===== config.mk =====
export PLATFORM = sky130hd
export DESIGN_NAME = poly_term_combine_sort
export DESIGN_NICKNAME = d
export VERILOG_FILES = /design/src/rtl/ptcs_pkg.sv /design/src/rtl/poly_term_combine_sort.sv
export SDC_FILE = /design/constraint.sdc
export NUM_CORES = 2
export LEC_CHECK = 0
export BUFFER_PORTS_ARGS = -buffer_cell sky130_fd_sc_hd__buf_4
export CORE_MARGIN = 3
export CORE_UTILIZATION = 40
export CTS_CLUSTER_SIZE = 16
export DETAILED_ROUTE_END_ITERATION = 16
export PLACE_DENSITY_LB_ADDON = 0.25
export SYNTH_ARGS = -nofsm -noshare
export SYNTH_HDL_FRONTEND = slang
export SYNTH_SLANG_ARGS = --single-unit

===== constraint.sdc =====
create_clock -name i_clk -period 8.1 [get_ports i_clk]
set_input_delay 0.405 -clock i_clk [delete_from_list [all_inputs] [get_ports i_clk]]
set_output_delay 0.405 -clock i_clk [all_outputs]
set_load 0.1 [all_outputs]

===== src/rtl/ptcs_pkg.sv =====
// Package: shared types and codes for the polynomial term store.
`default_nettype none
package ptcs_pkg;

    localparam int MAX_TERMS = 64;
    localparam int IDX_W     = $clog2(MAX_TERMS);
    localparam int CNT_W     = $clog2(MAX_TERMS + 1);
    localparam int COEF_W    = 32;
    localparam int EXP_W     = 16;

    localparam logic CMD_INSERT = 1'b0;
    localparam logic CMD_FLUSH  = 1'b1;

    typedef enum logic [1:0] {
        ST_TERM   = 2'd0,
        ST_ACCEPT = 2'd1,
        ST_DROP   = 2'd2,
        ST_EMPTY  = 2'd3
    } t_status;

    typedef struct packed {
        logic                     cmd;
        logic signed [COEF_W-1:0] term_coef;
        logic signed [EXP_W-1:0]  term_exp;
    } t_item;

    typedef struct packed {
        logic signed [COEF_W-1:0] out_coef;
        logic signed [EXP_W-1:0]  out_exp;
        t_status                  status;
        logic                     last;
    } t_result;

    typedef struct packed {
        logic signed [COEF_W-1:0] coef;
        logic signed [EXP_W-1:0]  exp;
    } t_entry;

endpackage
`default_nettype wire


===== src/rtl/poly_term_combine_sort.sv =====
// Top level: sparse polynomial term store with combine-on-insert and sorted flush.
// Insert: one memory read per stored entry until an exponent matches, then one result beat.
// Flush: count passes (max search over the term memory),
// one result beat per pass; empty flush answers on the next cycle, busy stays low.
// Results are strobed for one cycle each; the receiver cannot stall.
// Synchronous active-low reset empties the store; memory contents need no clearing.
`default_nettype none
module poly_term_combine_sort import ptcs_pkg::*; (
    input  wire logic    i_clk,
    input  wire logic    i_rst_n,
    input  wire logic    start,
    input  wire t_item   i_item,
    output logic         busy,
    output logic         o_strobe,
    output t_result      o_result
);

    typedef enum logic [2:0] {
        S_IDLE  = 3'b001,
        S_INS   = 3'b010,
        S_FLUSH = 3'b100
    } t_state;

    t_state r_state, n_state;

    // term memory, one read and one write port, registered read
    t_entry mem [MAX_TERMS];
    t_entry rd_data;
    logic [IDX_W-1:0] rd_addr;
    logic             w_en;
    logic [IDX_W-1:0] w_addr;
    t_entry           w_data;

    always_ff @(posedge i_clk) begin
        if (w_en) begin
            mem[w_addr] <= w_data;
        end
        rd_data <= mem[rd_addr];
    end

    // control and datapath registers
    logic [CNT_W-1:0] r_count, n_count;
    logic [CNT_W-1:0] r_idx, n_idx;
    logic [IDX_W-1:0] r_pidx, n_pidx;
    logic             r_pend, n_pend;
    t_item            r_item, n_item;
    logic             r_found, n_found;
    t_entry           r_best, n_best;
    logic             r_bnd_vld, n_bnd_vld;
    logic signed [EXP_W-1:0] r_bound, n_bound;
    logic [CNT_W-1:0] r_emit, n_emit;
    logic             r_strobe, n_strobe;
    t_result          r_out, n_out;

    logic hit;
    logic cand;
    logic signed [COEF_W-1:0] sum;

    assign rd_addr = r_idx[IDX_W-1:0];
    assign hit     = r_pend && (rd_data.exp == r_item.term_exp);
    assign sum     = rd_data.coef + r_item.term_coef;
    // flush candidate: below the last emitted exponent and above the best so far
    assign cand    = r_pend && (!r_bnd_vld || (rd_data.exp < r_bound))
                     && (!r_found || (rd_data.exp > r_best.exp));

    always_comb begin
        n_state   = r_state;
        n_count   = r_count;
        n_idx     = r_idx;
        n_pidx    = r_pidx;
        n_pend    = 1'b0;
        n_item    = r_item;
        n_found   = r_found;
        n_best    = r_best;
        n_bnd_vld = r_bnd_vld;
        n_bound   = r_bound;
        n_emit    = r_emit;
        n_strobe  = 1'b0;
        n_out     = r_out;
        w_en      = 1'b0;
        w_addr    = r_count[IDX_W-1:0];
        w_data    = '{coef: r_item.term_coef, exp: r_item.term_exp};

        case (r_state)
            S_IDLE: begin
                if (start) begin
                    n_item    = i_item;
                    n_idx     = '0;
                    n_found   = 1'b0;
                    n_bnd_vld = 1'b0;
                    n_emit    = '0;
                    if (i_item.cmd == CMD_INSERT) begin
                        n_state = S_INS;
                    end else if (r_count == '0) begin
                        // empty store: answer at once
                        n_strobe = 1'b1;
                        n_out    = '{out_coef: '0, out_exp: '0,
                                     status: ST_EMPTY, last: 1'b1};
                    end else begin
                        n_state = S_FLUSH;
                    end
                end
            end

            // insert: compare each read beat, combine on hit; append at the end, or drop when the store is full
            S_INS: begin
                if (hit) begin
                    w_en     = 1'b1;
                    w_addr   = r_pidx;
                    w_data   = '{coef: sum, exp: r_item.term_exp};
                    n_strobe = 1'b1;
                    n_out    = '{out_coef: sum, out_exp: r_item.term_exp,
                                 status: ST_ACCEPT, last: 1'b1};
                    n_state  = S_IDLE;
                end else if (r_idx != r_count) begin
                    n_pend = 1'b1;
                    n_pidx = r_idx[IDX_W-1:0];
                    n_idx  = r_idx + 1'b1;
                end else if (r_count == CNT_W'(MAX_TERMS)) begin
                    n_strobe = 1'b1;
                    n_out    = '{out_coef: '0, out_exp: '0,
                                 status: ST_DROP, last: 1'b1};
                    n_state  = S_IDLE;
                end else begin
                    w_en     = 1'b1;
                    n_count  = r_count + 1'b1;
                    n_strobe = 1'b1;
                    n_out    = '{out_coef: r_item.term_coef, out_exp: r_item.term_exp,
                                 status: ST_ACCEPT, last: 1'b1};
                    n_state  = S_IDLE;
                end
            end

            // flush: one max-search pass per emitted term
            S_FLUSH: begin
                if (cand) begin
                    n_found = 1'b1;
                    n_best  = rd_data;
                end
                if (r_idx != r_count) begin
                    n_pend = 1'b1;
                    n_idx  = r_idx + 1'b1;
                end else if (!r_pend) begin
                    n_strobe  = 1'b1;
                    n_out     = '{out_coef: r_best.coef, out_exp: r_best.exp,
                                  status: ST_TERM,
                                  last: (r_emit == r_count - 1'b1)};
                    n_bound   = r_best.exp;
                    n_bnd_vld = 1'b1;
                    n_found   = 1'b0;
                    n_idx     = '0;
                    n_emit    = r_emit + 1'b1;
                    if (r_emit == r_count - 1'b1) begin
                        n_count = '0;
                        n_state = S_IDLE;
                    end
                end
            end

            default: begin
                n_state = S_IDLE;
            end
        endcase
    end

    // control state
    always_ff @(posedge i_clk) begin
        if (!i_rst_n) begin
            r_state  <= S_IDLE;
            r_count  <= '0;
            r_pend   <= 1'b0;
            r_strobe <= 1'b0;
        end else begin
            r_state  <= n_state;
            r_count  <= n_count;
            r_pend   <= n_pend;
            r_strobe <= n_strobe;
        end
    end

    // payload registers
    always_ff @(posedge i_clk) begin
        r_idx     <= n_idx;
        r_pidx    <= n_pidx;
        r_item    <= n_item;
        r_found   <= n_found;
        r_best    <= n_best;
        r_bnd_vld <= n_bnd_vld;
        r_bound   <= n_bound;
        r_emit    <= n_emit;
        r_out     <= n_out;
    end

    assign busy     = (r_state != S_IDLE);
    assign o_strobe = r_strobe;
    assign o_result = r_out;

endmodule
`default_nettype wire


==> summary.md <==
| Metric | Value |
|---|---|
| Count of antenna-violating nets left after detailed routing | `0` |
| Vias | `60200` |
| Class of the worst hold path | `input pin to flop` |
| Largest net degree at the start of global routing | `126` |
| Slew headroom | `10.1%` |
| Placement row count | `207` |
| CP Launch Type | `flop` |
| Top Ports | `105` |
| Total routed wirelength | `343000 um` |
| Cell internal power dissipation | `28.9 mW` |
| Number of sinks driven by the clock tree | `3317` |
| Max-cap violations | `0` |
| Clock tree skew after final layout | `0.0655 ns` |
| EDFF count, synth | `3257` |
| DRC errors left | `0` |
| Initial core utilization | `40.2%` |
| Share of the core filled with cells | `46.1%` |
| Final hold slack | `0.189 ns` |
| Maximum fanout along the worst path | `66` |
| Port Buf Inserts | `104` |
| Post-Syn Area | `0.128 mm2` |
| Sequential fraction of the synthesis area | `77.4%` |
| Post-route worst setup slack | `2.56 ns` |
| Timing-limited maximum frequency | `181 MHz` |
| Yosys warning count | `0` |
| Number of instances in the synthesized netlist | `5407` |
| Number of endpoints with negative hold slack in the final report | `0` |
| Max-slew violation count | `0` |
| Root Buffer | `sky130_fd_sc_hd__clkbuf_16` |
| Per-instance average area after synthesis | `23.7 um2` |
| First-pass GRT wire length | `486000 um` |
| CTS buffer count | `345` |
| Net count of the finished layout | `5948` |
| Final RePlAce weighted congestion | `0.810` |
| Combinational share of power | `7.2%` |
| Share of synthesized registers carrying an async set or reset | `0%` |
| Ratio of cells with drive above 1 in the final layout | `30.7%` |
| Run status | `complete, no violations` |
| Setup fix buffers added after clock tree synthesis | `0` |
| Net count of the mapped netlist | `5526` |
| DR vias/cell | `5.85` |
| Antenna violations before repair | `22` |
| H-tree lvl count | `5` |
| Pwr per Cell Area | `254 mW/mm2` |
| Net Switching | `8.38 mW` |
| Resized Gates After CTS | `0` |
| Share of the clock period used by the worst path after layout | `68.3%` |
| Sum of negative setup slack | `0 ns` |
| Worst Setup End Kind | `flop` |
| Floorplan die width | `572 um` |
| Final number of setup-violating endpoints | `0` |
| Number of storage elements in the synthesis netlist | `3317` |
| Signed area change from the synthesized netlist to the final layout | `14.7%` |
| Crit Path Class | `flop to flop` |
| Overflow left after global routing | `0` |
| Placeable core region | `0.318 mm2` |
| Arrival time of data at the critical path endpoint | `6.04 ns` |
| Net switching fraction of the power | `22.5%` |
| Design Area, Final | `0.147 mm2` |
| Detail Placement HPWL | `200000 um` |
| Reg clk slew, reported paths | `0.06 ns` |
| Setup repair after global routing missed its margin | `false` |
| Clock period minus final worst setup slack | `5.54 ns` |
| Number of fill cells | `26000` |
| Routed wire per std cell | `33.4 um` |
| Die area | `0.327 mm2` |
| Number of buffers on the longest clock path | `4` |
| Synth Flop Type | `sky130_fd_sc_hd__edfxtp_1` |
| All-layer global routing usage | `21.1%` |
| Tightest Pin Transition | `1.34 ns` |
| Req. time, crit path | `8.61 ns` |
| TritonCTS clock tree | `built` |
| Setup slack at placement | `2.60 ns` |
| Chip height | `572 um` |
| Power share of the clock group | `41.4%` |
| IR drop worst, VDD | `0.000185 V` |
| Iteration-0 DRC count of the detailed router | `7899` |
| Cell area reported after detailed placement | `0.135 mm2` |
| Iteration count of the initial detailed-routing pass | `6` |
| Insertion delay to the later sink of the worst-skew pair | `0.93 ns` |
| Leak pwr | `45.4 nW` |
| Number of distinct library cell variants in the gate-level netlist after synthesis | `65` |
| Sequential cell fraction of total power | `51.4%` |
| Via count of the first global-routing pass | `61300` |
| Hold-fix buffers, CTS | `53` |
==> sequential cells by signal, summed over array words and instances, names as in the netlist <==
name	flops
r_bnd_vld	1
o_result	51
r_pidx	6
r_count	7
r_idx	7
r_found	1
r_state	3
mem	3072
r_best	48
rd_data	48
r_item	48
o_strobe	1
r_bound	16
r_pend	1
r_emit	7
==> placed cells by master, fill, tap and decap left out, types with 10 or more instances in the layout <==
| master | n |
|---|---|
| sky130_fd_sc_hd__edfxtp_1 | 3257 |
| sky130_fd_sc_hd__mux4_2 | 1008 |
| sky130_fd_sc_hd__clkbuf_16 | 347 |
| sky130_fd_sc_hd__buf_4 | 268 |
| sky130_fd_sc_hd__nand2_1 | 116 |
| sky130_fd_sc_hd__clkbuf_1 | 97 |
| sky130_fd_sc_hd__ha_1 | 66 |
| sky130_fd_sc_hd__clkinv_1 | 63 |
| sky130_fd_sc_hd__o21ai_0 | 62 |
| sky130_fd_sc_hd__nor2_1 | 61 |
| sky130_fd_sc_hd__nor2_4 | 61 |
| sky130_fd_sc_hd__dfxtp_1 | 60 |
| sky130_fd_sc_hd__dlygate4sd3_1 | 53 |
| sky130_fd_sc_hd__clkinv_2 | 47 |
| sky130_fd_sc_hd__inv_1 | 45 |
| sky130_fd_sc_hd__xor2_1 | 42 |
| sky130_fd_sc_hd__a21oi_1 | 41 |
| sky130_fd_sc_hd__xnor2_1 | 28 |
| sky130_fd_sc_hd__a21o_1 | 26 |
| sky130_fd_sc_hd__bufinv_16 | 25 |
| sky130_fd_sc_hd__buf_12 | 24 |
| sky130_fd_sc_hd__nand3_1 | 23 |
| sky130_fd_sc_hd__a22oi_1 | 20 |
| sky130_fd_sc_hd__nand2b_1 | 19 |
| sky130_fd_sc_hd__nor3_1 | 16 |
| sky130_fd_sc_hd__o21ai_4 | 13 |
| sky130_fd_sc_hd__nand4_1 | 12 |
| sky130_fd_sc_hd__clkbuf_8 | 12 |
| sky130_fd_sc_hd__and3_1 | 10 |
==> routing by layer <==
metal  GRT usage (%)  wire length [um]  vias up
met5               0                13        -
met4            5.79             10100        2
met3            3.48             26400      412
met2            33.3            164000     2569
met1            30.5            143000    33200
li1                -                 -    24100
==> logic make-up after synthesis <==
logic type	Yosys count	synth area share (%)
buffers and inverters	317	1.05
DFF	3317	77.4
adders and majority gates	67	0.661
and+or+nand+nor	375	1.34
muxes	1018	17.8
xor gates and xnor gates	70	0.479
AOI/OAI and AO/OA	243	1.25
==> cell usage after synthesis (all sizes together) (12+ instances only) <==
library cell	instances	area [um2]
a21oi	43	215
nor3	22	110
nor2	122	458
a21o	28	210
clkbuf	153	574
xnor2	28	245
buf	117	592
nand2	116	435
o21ai	76	380
mux4	1008	22700
edfxtp	3257	97800
nand4	12	75.1
nand2b	19	119
xor2	42	368
inv	46	173
dfxtp	60	1200
nand3	25	125
a22oi	20	150
ha	66	826
==> power groups by stage <==
stage / Combinational (mW) / Clock [mW] / Sequential [mW]
floorplan: 1.56 / 0 / 19.7
global placement: 2.68 / 0 / 19.5
detailed placement: 2.71 / 0 / 19.5
CTS: 2.74 / 15.8 / 19.2
global route: 2.87 / 16.5 / 19.2
finish: 2.70 / 15.5 / 19.2
==> critical path, stage by stage (launching register included) <==
cell                       delay [ns]
sky130_fd_sc_hd__edfxtp_1        0.32
sky130_fd_sc_hd__buf_4           0.56
sky130_fd_sc_hd__xor2_1          0.16
sky130_fd_sc_hd__nor4_1          0.46
sky130_fd_sc_hd__nand3_1         0.21
sky130_fd_sc_hd__or3_4           0.51
sky130_fd_sc_hd__buf_4           0.36
sky130_fd_sc_hd__o21ai_0         0.36
sky130_fd_sc_hd__nand2b_1        0.50
sky130_fd_sc_hd__nor2_4          0.96
sky130_fd_sc_hd__buf_4           0.67
==> final cells by class <==
class | instances | area [um2] | share of cell area [%]
Clock inverter | 173 | 1790 | 1.22
Sequential cell | 3317 | 99000 | 67.5
Multi-Input combinational cell | 1773 | 28300 | 19.3
Tap cell | 4180 | 5230 | 3.56
Antenna cell | 3 | 7.51 | 0.00512
Clock buffer | 456 | 9210 | 6.28
Timing Repair Buffer | 345 | 3020 | 2.06
Inverter | 47 | 179 | 0.122
==> worst paths after layout <==
check | from | slack (ns) | to | cells after the start
min | i_item[20] | 0.19 | r_item[20]$_DFFE_PP_ | 2
min reg2reg | rd_data[18]$_DFF_P_ | 0.44 | r_best[18]$_DFFE_PP_ | 0
max | r_item[12]$_DFFE_PP_ | 2.56 | mem[50][28]$_DFFE_PP_ | 10
max reg2reg | r_item[12]$_DFFE_PP_ | 2.56 | mem[50][28]$_DFFE_PP_ | 10
==> through the flow <==
stage,power (mW),instances
6_report,37.3,10300
5_1_grt,38.5,10300
4_1_cts,37.7,10300
3_5_place_dp,22.2,9609
3_3_place_gp,22.2,9609
2_1_floorplan,21.2,5407
Power figures use the tool's default switching activity.
